==> src/design/bfa_pkg.sv <==
// ----------------------------------------------------------------------------
// bfa_pkg
// Shared types and constants of the bump and first-fit allocator: default
// sizes, register reset values and indexes, request and status codes, rounding unit result.
// ----------------------------------------------------------------------------
`default_nettype none

package bfa_pkg;

    // default sizes
    localparam int FRAGMENTS_DEF   = 16;
    localparam int ALIGN_BYTES_DEF = 8;

    // register reset values
    localparam logic [31:0] REGION_BASE_RST = 32'd0;
    localparam logic [31:0] REGION_END_RST  = 32'(4 * 1024 * 1024);

    // configuration register indexes
    localparam logic CFG_REGION_BASE = 1'b0;
    localparam logic CFG_REGION_END  = 1'b1;

    // request types
    localparam logic [1:0] REQ_ALLOC   = 2'd0;
    localparam logic [1:0] REQ_APPEND  = 2'd1;
    localparam logic [1:0] REQ_RESTART = 2'd2;

    // result status codes
    localparam logic [2:0] STAT_BUMP    = 3'd0;
    localparam logic [2:0] STAT_FRAG    = 3'd1;
    localparam logic [2:0] STAT_COLLECT = 3'd2;
    localparam logic [2:0] STAT_FULL    = 3'd3;
    localparam logic [2:0] STAT_ACK     = 3'd4;

    // rounding unit result: bit 32 of rounded marks overflow
    typedef struct packed {
        logic        done;
        logic [32:0] rounded;
    } bfa_round_res_t;

endpackage

`default_nettype wire

==> src/design/bfa_ram.sv <==
// ----------------------------------------------------------------------------
// bfa_ram
// Generic simple dual-port RAM: one write port, one read port, registered
// read data, available in the cycle after the read address is applied.
// ----------------------------------------------------------------------------
`default_nettype none

module bfa_ram #(
    parameter int WIDTH = 64,
    parameter int DEPTH = 16,
    localparam int AW   = (DEPTH > 1) ? $clog2(DEPTH) : 1
) (
    input  wire logic             aclk,
    input  wire logic             wr_en,
    input  wire logic [AW-1:0]    wr_addr,
    input  wire logic [WIDTH-1:0] wr_data,
    input  wire logic [AW-1:0]    rd_addr,
    output logic      [WIDTH-1:0] rd_data
);

    logic [WIDTH-1:0] mem [DEPTH];

    // write port and registered read
    always_ff @(posedge aclk) begin
        if (wr_en) begin
            mem[wr_addr] <= wr_data;
        end
        rd_data <= mem[rd_addr];
    end

endmodule

`default_nettype wire

==> src/design/bfa_round.sv <==
// ----------------------------------------------------------------------------
// bfa_round
// Rounds a byte count up to a multiple of ALIGN_BYTES. The quotient comes from
// a multiplication by a constant reciprocal, the remainder from it, and the
// padding is added in a third stage.
// ----------------------------------------------------------------------------
`default_nettype none

module bfa_round
    import bfa_pkg::*;
#(
    parameter int ALIGN_BYTES = ALIGN_BYTES_DEF
) (
    input  wire logic        aclk,
    input  wire logic        aresetn,
    input  wire logic        start,
    input  wire logic [31:0] bytes_in,
    output bfa_round_res_t   res
);

    localparam int RW    = $clog2(ALIGN_BYTES) + 1;
    // rounded-up reciprocal, exact quotient for every 32-bit count
    localparam int SHIFT = 32 + $clog2(ALIGN_BYTES);
    localparam logic [32:0] RECIP =
        33'(((64'd1 << SHIFT) + 64'(ALIGN_BYTES) - 64'd1) / 64'(ALIGN_BYTES));
    localparam logic [RW-1:0] ALIGN_W = RW'(ALIGN_BYTES);

    logic           mul_vld_reg, mul_vld_next;
    logic           sub_vld_reg, sub_vld_next;
    logic           pad_vld_reg, pad_vld_next;
    logic           done_reg, done_next;
    logic [31:0]    bytes_reg, bytes_next;
    logic [31:0]    quot_reg, quot_next;
    logic [RW-1:0]  rem_reg, rem_next;
    logic [32:0]    rounded_reg, rounded_next;
    logic [64:0]    product;

    // quotient estimate by reciprocal multiplication
    assign product = 65'(bytes_reg) * 65'(RECIP);

    // stage sequencing and datapath
    always_comb begin
        mul_vld_next = start;
        sub_vld_next = mul_vld_reg;
        pad_vld_next = sub_vld_reg;
        done_next    = pad_vld_reg;
        bytes_next   = bytes_reg;
        quot_next    = quot_reg;
        rem_next     = rem_reg;
        rounded_next = rounded_reg;
        if (start) begin
            bytes_next = bytes_in;
        end
        if (mul_vld_reg) begin
            quot_next = 32'(product >> SHIFT);
        end
        if (sub_vld_reg) begin
            // only the low bits matter, the remainder is below ALIGN_BYTES
            rem_next = bytes_reg[RW-1:0] - quot_reg[RW-1:0] * ALIGN_W;
        end
        if (pad_vld_reg) begin
            if (rem_reg == '0) begin
                rounded_next = {1'b0, bytes_reg};
            end else begin
                rounded_next = {1'b0, bytes_reg} + 33'(ALIGN_W - rem_reg);
            end
        end
    end

    // control state
    always_ff @(posedge aclk) begin
        if (!aresetn) begin
            mul_vld_reg <= 1'b0;
            sub_vld_reg <= 1'b0;
            pad_vld_reg <= 1'b0;
            done_reg    <= 1'b0;
        end else begin
            mul_vld_reg <= mul_vld_next;
            sub_vld_reg <= sub_vld_next;
            pad_vld_reg <= pad_vld_next;
            done_reg    <= done_next;
        end
    end

    // datapath
    always_ff @(posedge aclk) begin
        bytes_reg   <= bytes_next;
        quot_reg    <= quot_next;
        rem_reg     <= rem_next;
        rounded_reg <= rounded_next;
    end

    assign res.done    = done_reg;
    assign res.rounded = rounded_reg;

endmodule

`default_nettype wire

==> src/design/bump_and_first_fit_allocator_unit.sv <==
// ----------------------------------------------------------------------------
// bump_and_first_fit_allocator_unit
// Allocator that serves requests from a bump pointer and, failing that,
// first-fit from a table of free fragments held in a RAM.
//
// Usage:
//   s_* carries one request per transfer (allocate, append fragment,
//   restart); m_* returns exactly one status and address per request.
//   cfg_* writes region_base (index 0) and region_end (index 1); the user
//   must do so only while idle, which the block itself does not enforce.
//   region_base is taken into the bump pointer at the next restart.
// Append, restart and unused types go from idle straight to the response
// state. An allocate passes the three-stage rounding unit (reciprocal
// multiply, remainder, padding add) and a bump check that answers when
// served by bump, on rounding overflow or with an empty table; else a
// fragment scan reads entries through the one-read-a-cycle RAM port (up
// to FRAGMENTS), and retiring an emptied fragment moves later entries down.
// One request is worked on at a time; s_ready is high only between requests.
// A finished result sits in the output register, so the next request is
// taken while the receiver stalls; a later result waits for the slot.
// Reset empties the fragment table and sets the bump pointer to the base
// reset value; no clearing pass is needed.
// ----------------------------------------------------------------------------
`default_nettype none

module bump_and_first_fit_allocator_unit
    import bfa_pkg::*;
#(
    parameter int FRAGMENTS   = FRAGMENTS_DEF,
    parameter int ALIGN_BYTES = ALIGN_BYTES_DEF
) (
    input  wire logic        aclk,
    input  wire logic        aresetn,
    // configuration
    input  wire logic        cfg_wr_en,
    input  wire logic        cfg_index,
    input  wire logic [31:0] cfg_wr_data,
    // request channel
    input  wire logic        s_valid,
    output logic             s_ready,
    input  wire logic [1:0]  s_req_type,
    input  wire logic [31:0] s_request_bytes,
    input  wire logic [31:0] s_fragment_start,
    input  wire logic [31:0] s_fragment_bytes,
    // result channel
    output logic             m_valid,
    input  wire logic        m_ready,
    output logic [2:0]       m_status,
    output logic [31:0]      m_address
);

    localparam int IW = (FRAGMENTS > 1) ? $clog2(FRAGMENTS) : 1;
    localparam int CW = $clog2(FRAGMENTS + 1);
    localparam logic [CW:0] FRAG_LIMIT = (CW + 1)'(FRAGMENTS);

    typedef enum logic [5:0] {
        S_IDLE  = 6'b000001,
        S_ROUND = 6'b000010,
        S_BUMP  = 6'b000100,
        S_SCAN  = 6'b001000,
        S_SHIFT = 6'b010000,
        S_RESP  = 6'b100000
    } state_t;

    state_t         state_reg, state_next;
    logic [CW-1:0]  count_reg, count_next;
    logic [CW-1:0]  idx_reg, idx_next;
    logic [31:0]    bump_reg, bump_next;
    logic [31:0]    base_reg, base_next;
    logic [31:0]    end_reg, end_next;
    logic [2:0]     resp_status_reg, resp_status_next;
    logic [31:0]    resp_addr_reg, resp_addr_next;
    logic           m_valid_reg, m_valid_next;
    logic [2:0]     m_status_reg, m_status_next;
    logic [31:0]    m_address_reg, m_address_next;

    logic           accept;
    logic           round_start;
    bfa_round_res_t round_res;
    logic           ram_we;
    logic [IW-1:0]  ram_waddr;
    logic [63:0]    ram_wdata;
    logic [IW-1:0]  ram_raddr;
    logic [63:0]    ram_rdata;

    logic [31:0]    rd_start;
    logic [31:0]    rd_size;
    logic [31:0]    need;
    logic [32:0]    bump_sum;
    logic [CW:0]    idx_plus1;
    logic [CW:0]    idx_plus2;
    logic           frag_fits;
    logic           frag_empties;
    logic           out_free;

    assign s_ready     = (state_reg == S_IDLE);
    assign accept      = s_valid && s_ready;
    assign round_start = accept && (s_req_type == REQ_ALLOC);

    assign rd_start     = ram_rdata[63:32];
    assign rd_size      = ram_rdata[31:0];
    assign need         = round_res.rounded[31:0];
    assign bump_sum     = {1'b0, bump_reg} + {1'b0, need};
    assign idx_plus1    = {1'b0, idx_reg} + 1'b1;
    assign idx_plus2    = {1'b0, idx_reg} + 2'd2;
    assign frag_fits    = (rd_size >= need);
    assign frag_empties = (rd_size == need);
    assign out_free     = !m_valid_reg || m_ready;

    // rounding unit
    bfa_round #(
        .ALIGN_BYTES (ALIGN_BYTES)
    ) u_round (
        .aclk     (aclk),
        .aresetn  (aresetn),
        .start    (round_start),
        .bytes_in (s_request_bytes),
        .res      (round_res)
    );

    // fragment table: start in the upper half, size in the lower
    bfa_ram #(
        .WIDTH (64),
        .DEPTH (FRAGMENTS)
    ) u_frag_ram (
        .aclk    (aclk),
        .wr_en   (ram_we),
        .wr_addr (ram_waddr),
        .wr_data (ram_wdata),
        .rd_addr (ram_raddr),
        .rd_data (ram_rdata)
    );

    // read address: first entry, next entry in a scan, entry after next in a move
    always_comb begin
        case (state_reg)
            S_SCAN:  ram_raddr = idx_plus1[IW-1:0];
            S_SHIFT: ram_raddr = idx_plus2[IW-1:0];
            default: ram_raddr = '0;
        endcase
    end

    // sequencer
    always_comb begin
        state_next       = state_reg;
        count_next       = count_reg;
        idx_next         = idx_reg;
        bump_next        = bump_reg;
        base_next        = base_reg;
        end_next         = end_reg;
        resp_status_next = resp_status_reg;
        resp_addr_next   = resp_addr_reg;
        ram_we           = 1'b0;
        ram_waddr        = idx_reg[IW-1:0];
        ram_wdata        = ram_rdata;

        // register writes
        if (cfg_wr_en) begin
            if (cfg_index == CFG_REGION_BASE) begin
                base_next = cfg_wr_data;
            end else begin
                end_next = cfg_wr_data;
            end
        end

        case (state_reg)
            S_IDLE: begin
                if (accept) begin
                    resp_status_next = STAT_ACK;
                    resp_addr_next   = '0;
                    state_next       = S_RESP;
                    case (s_req_type)
                        REQ_ALLOC: begin
                            state_next = S_ROUND;
                        end
                        REQ_APPEND: begin
                            if ({1'b0, count_reg} >= FRAG_LIMIT) begin
                                resp_status_next = STAT_FULL;
                            end else begin
                                ram_we     = 1'b1;
                                ram_waddr  = count_reg[IW-1:0];
                                ram_wdata  = {s_fragment_start, s_fragment_bytes};
                                count_next = count_reg + 1'b1;
                            end
                        end
                        REQ_RESTART: begin
                            count_next = '0;
                            bump_next  = base_reg;
                        end
                        default: begin
                            resp_status_next = STAT_ACK;
                        end
                    endcase
                end
            end
            S_ROUND: begin
                if (round_res.done) begin
                    state_next = S_BUMP;
                end
            end
            S_BUMP: begin
                // the read of entry 0 is under way here
                idx_next = '0;
                if (round_res.rounded[32]) begin
                    resp_status_next = STAT_COLLECT;
                    state_next       = S_RESP;
                end else if (bump_sum <= {1'b0, end_reg}) begin
                    resp_status_next = STAT_BUMP;
                    resp_addr_next   = bump_reg;
                    bump_next        = bump_sum[31:0];
                    state_next       = S_RESP;
                end else if (count_reg == '0) begin
                    resp_status_next = STAT_COLLECT;
                    state_next       = S_RESP;
                end else begin
                    state_next = S_SCAN;
                end
            end
            S_SCAN: begin
                if (frag_fits) begin
                    resp_status_next = STAT_FRAG;
                    resp_addr_next   = rd_start;
                    if (!frag_empties) begin
                        // shrink the fragment in place
                        ram_we     = 1'b1;
                        ram_wdata  = {rd_start + need, rd_size - need};
                        state_next = S_RESP;
                    end else if (idx_plus1 < {1'b0, count_reg}) begin
                        // retire: later entries move down one place
                        state_next = S_SHIFT;
                    end else begin
                        count_next = count_reg - 1'b1;
                        state_next = S_RESP;
                    end
                end else if (idx_plus1 >= {1'b0, count_reg}) begin
                    resp_status_next = STAT_COLLECT;
                    resp_addr_next   = '0;
                    state_next       = S_RESP;
                end else begin
                    idx_next = idx_plus1[CW-1:0];
                end
            end
            S_SHIFT: begin
                ram_we    = 1'b1;
                ram_wdata = ram_rdata;
                if (idx_plus2 < {1'b0, count_reg}) begin
                    idx_next = idx_plus1[CW-1:0];
                end else begin
                    count_next = count_reg - 1'b1;
                    state_next = S_RESP;
                end
            end
            S_RESP: begin
                if (out_free) begin
                    state_next = S_IDLE;
                end
            end
            default: begin
                state_next = S_IDLE;
            end
        endcase
    end

    // output register
    always_comb begin
        m_valid_next   = m_valid_reg;
        m_status_next  = m_status_reg;
        m_address_next = m_address_reg;
        if (state_reg == S_RESP && out_free) begin
            m_valid_next   = 1'b1;
            m_status_next  = resp_status_reg;
            m_address_next = resp_addr_reg;
        end else if (m_ready) begin
            m_valid_next = 1'b0;
        end
    end

    // control state
    always_ff @(posedge aclk) begin
        if (!aresetn) begin
            state_reg   <= S_IDLE;
            count_reg   <= '0;
            bump_reg    <= REGION_BASE_RST;
            base_reg    <= REGION_BASE_RST;
            end_reg     <= REGION_END_RST;
            m_valid_reg <= 1'b0;
        end else begin
            state_reg   <= state_next;
            count_reg   <= count_next;
            bump_reg    <= bump_next;
            base_reg    <= base_next;
            end_reg     <= end_next;
            m_valid_reg <= m_valid_next;
        end
    end

    // payload
    always_ff @(posedge aclk) begin
        idx_reg         <= idx_next;
        resp_status_reg <= resp_status_next;
        resp_addr_reg   <= resp_addr_next;
        m_status_reg    <= m_status_next;
        m_address_reg   <= m_address_next;
    end

    assign m_valid   = m_valid_reg;
    assign m_status  = m_status_reg;
    assign m_address = m_address_reg;

endmodule

`default_nettype wire

==> config.mk <==
export PLATFORM = sky130hd
export DESIGN_NAME = bump_and_first_fit_allocator_unit
export DESIGN_NICKNAME = d
export VERILOG_FILES = /design/src/design/bfa_pkg.sv /design/src/design/bfa_ram.sv /design/src/design/bfa_round.sv /design/src/design/bump_and_first_fit_allocator_unit.sv
export SDC_FILE = /design/constraint.sdc
export NUM_CORES = 2
export LEC_CHECK = 0
export ABC_CLOCK_PERIOD_IN_PS = 7700
export BUFFER_PORTS_ARGS = -buffer_cell sky130_fd_sc_hd__buf_2
export CAP_MARGIN = 25
export CORE_ASPECT_RATIO = 1.25
export CORE_UTILIZATION = 60
export CTS_CLUSTER_DIAMETER = 200
export DETAILED_ROUTE_END_ITERATION = 7
export PLACE_DENSITY = 0.85
export SYNTH_ARGS = -nofsm -noshare
export SYNTH_HDL_FRONTEND = slang
export SYNTH_SLANG_ARGS = --single-unit
==> constraint.sdc <==
create_clock -name aclk -period 7.7 [get_ports aclk]
set_input_delay 1.54 -clock aclk [delete_from_list [all_inputs] [get_ports aclk]]
set_output_delay 1.54 -clock aclk [all_outputs]
set_load 0.005 [all_outputs]
==> summary.md <==
| Metric | Value |
|---|---|
| Clock Sinks | `1345` |
| CTS tree | `built` |
| Layout cells sized above 1 | `0.100` |
| Switching part of the total | `0.215` |
| Critical Path End Type | `flip-flop` |
| Layout filler cell count | `roughly 6600` |
| Core area | `0.0988 sq mm` |
| Max reg flops | `1024` |
| Cells after synthesis | `4883` |
| Detailed Place HPWL | `between 90000 and 100000 microns` |
| H-tree Lvls | `3` |
| Global placement routability congestion | `0.984` |
| Max Freq | `between 100 and 150 MHz` |
| Status | `complete, no violations` |
| Count leader, synth | `edfxtp_1` |
| Die Span Y | `355 microns` |
| Min-Delay Startpoint | `resp_addr_reg[21]$_DFFE_PP_` |
| Number of flops mapped to enable cells by yosys | `1169` |
| IO buf count | `between 150 and 200` |
| Max VDD drop | `0.221 mV` |
| Total power | `14.8 mW` |
| Setup TNS | `0 ps` |
| Area Overhead vs Synth | `10.7%` |
| Antenna violations before repair | `5` |
| Worst-path fanout max | `32` |
| Crit start category | `flip-flop` |
| WL final | `about 160000 microns` |
| Critical path required time | `8080 ps` |
| # Max-Cap Violations | `0` |
| Root buf cell | `clkbuf_16` |
| WL/cell | `25.5 microns` |
| Worst slew pin tran | `1260 ps` |
| Yosys warns | `0` |
| Detailed Routing Iterations Pass 1 | `5` |
| WP data arrival | `7210 ps` |
| Leak Pwr | `22.8 nW` |
| CP startpoint | `u_round.rounded_reg[0]$_DFFE_PP_` |
| I/O pin count | `~170` |
| Clock transition at the registers of the reported paths | `70 ps` |
| Vias in the first global route | `40600` |
| Longest Clk Path Bufs | `3` |
| RR Startpoint | `u_round.rounded_reg[0]$_DFFE_PP_` |
| Chip width | `284 microns` |
| Hold WC Path Type | `reg2reg` |
| Period Utilization, post-route | `0.888` |
| All-Layer GR Usage | `0.315` |
| Area share of the largest cell type after synthesis | `0.588` |
| Switching pwr | `about 3.2 mW` |
| Worst rel slew slack | `0.148` |
| DR vias | `42200` |
| Async set or reset register ratio after synthesis | `0` |
| Flop pwr share | `0.546` |
| Initial Utilization | `0.604` |
| RSZ-0062 raised after global routing | `false` |
| Non-filler instance count after layout | `6388` |
| Row count | `129` |
| Nets@finish | `5283` |
| Most area-hungry cell type in the Yosys netlist | `edfxtp_1` |
| DRT iter0 DRCs | `5239` |
| Post-CTS Setup Bufs | `0` |
| Post-synthesis sequential area ratio | `0.647` |
| Final hold viol count | `0` |
| Pin count of the biggest net entering global routing | `256` |
| Combinational power share | `0.046` |
| Mapped Nets | `5198` |
| Worst Skew | `36.6 ps` |
| Cell area after synthesis | `0.0597 sq mm` |
| Synth top cells by count | `edfxtp_1, nand2_1, a211oi_1, a21oi_1, clkbuf_1` |
| DR DRC count | `0` |
| Post-route ant nets | `0` |
| GRT Residual Overflow | `0` |
| Dpl cells | `6150` |
| DIE AREA | `0.101 sq mm` |
| Clock network fraction of total power | `0.408` |
| Clock latency on the worst-skew pair | `around 750 ps` |
| Average cell area after synthesis | `12.2 sq um` |
| Seq cells post-synth | `1345` |
| First-pass GRT wire length | `between 200000 and 250000 microns` |
| Final setup vio count | `0` |
| Largest cells by area after synthesis | `edfxtp_1, dfxtp_1, nand2_1` |
| Cts repair resizes | `0` |
| Power Density | `roughly 220 mW/mm^2` |
| Fin. max-slew vios | `0` |
| Shortest period the worst path allows | `6840 ps` |
| Cts-stage hold buffer count | `0` |
| Top_reg_cell synth | `edfxtp_1` |
| TritonCTS Buffers | `121` |
| Critical path type | `reg2reg` |
| Via-to-Cell Ratio | `6.60` |
| Post-synth cell types | `77` |
| Internal power | `11.6 mW` |
worst paths after layout:
check	end	slack, ps	cells after the start
hold / removal	m_address[21]$_DFFE_PP_	410	0
setup reg to reg	resp_addr_reg[29]$_DFFE_PP_	860	23
hold reg to reg	m_address[21]$_DFFE_PP_	410	0
setup / recovery	resp_addr_reg[29]$_DFFE_PP_	860	23
cell type report:
class | instances | area, sq um | area share
sequential | 1345 | 38600 | 0.584
antenna | 2 | 5.00 | 0.0000757
tap | 1310 | 1640 | 0.0248
multi-input combinational | 3125 | 19700 | 0.298
inverter | 114 | 428 | 0.00647
clock inverter | 56 | 569 | 0.00861
timing repair buffer | 261 | 1720 | 0.0261
clock buffer | 175 | 3400 | 0.0515
placed cells by master, fill, tap and decap left out, types with 109 or more instances in the layout:
cell type / netlist / routed
a211oi_1: 346 / 346
a21oi_1: 324 / 324
a311oi_1: 131 / 131
a31oi_1: 162 / 160
and2_1: 258 / 258
buf_2: 4 / 175
clkbuf_16: 0 / 123
dfxtp_1: 176 / 176
edfxtp_1: 1169 / 1169
ha_1: 175 / 175
inv_1: 114 / 113
nand2_1: 801 / 799
nor2_1: 183 / 165
o21ai_0: 110 / 109
per-stage QoR:
step            util  hold slack, ps  setup WS, ps  area, sq um
6_report       0.669             415           863        66100
2_1_floorplan      -             400          1210        59700
5_1_grt        0.669             420           562        66100
4_1_cts        0.668             414          1030        66000
3_5_place_dp   0.628             405          1080        62000
3_3_place_gp   0.626             403          1010        61900
cell families (layout without fill, tap and decap cells):
family,count (synthesis),count (layout),share of synthesized area
XOR/XNOR,109,109,0.0160
buffers and inverters,413,606,0.0264
AND/OR/NAND/NOR,1445,1445,0.109
flip-flops,1345,1345,0.647
other,0,2,0
adder cells (fa/ha/maj),179,179,0.0380
AO/OA/AOI/OAI,1386,1386,0.162
multiplexers,6,6,0.00101
routing by layer:
layer | routed length (microns) | global-route usage
met1 | 57700 | 0.390
met4 | 11300 | 0.209
met2 | 77000 | 0.510
met3 | 16800 | 0.0569
met5 | 36 | 0
worst max-delay path, cell delays in order (launching register included):
cell and delay (ps):
edfxtp_1 490, ha_1 240, inv_1 70, fa_1 400
nand2b_1 180, a211o_1 310, a2111oi_0 860, o21ai_1 220
and3_1 230, nor3_2 370, a31oi_1 160, xnor2_1 230
ha_1 290, a21oi_1 150, nor2b_1 50, o21ai_0 180
nand4b_1 130, a2111oi_0 400, o21bai_1 160, a2111o_1 420
nand2_1 220, nand2_1 140, a31oi_4 160, buf_4 390
power by group through the flow:
stage / clock network, mW / registers, mW / logic [mW]
2_1_floorplan: 0 / 8.19 / 0.404
3_3_place_gp: 0 / 8.20 / 0.634
3_5_place_dp: 0 / 8.21 / 0.655
4_1_cts: 6.05 / 8.05 / 0.662
5_1_grt: 6.32 / 8.05 / 0.732
6_report: 6.02 / 8.05 / 0.683
(Power assumes the default switching activity.)
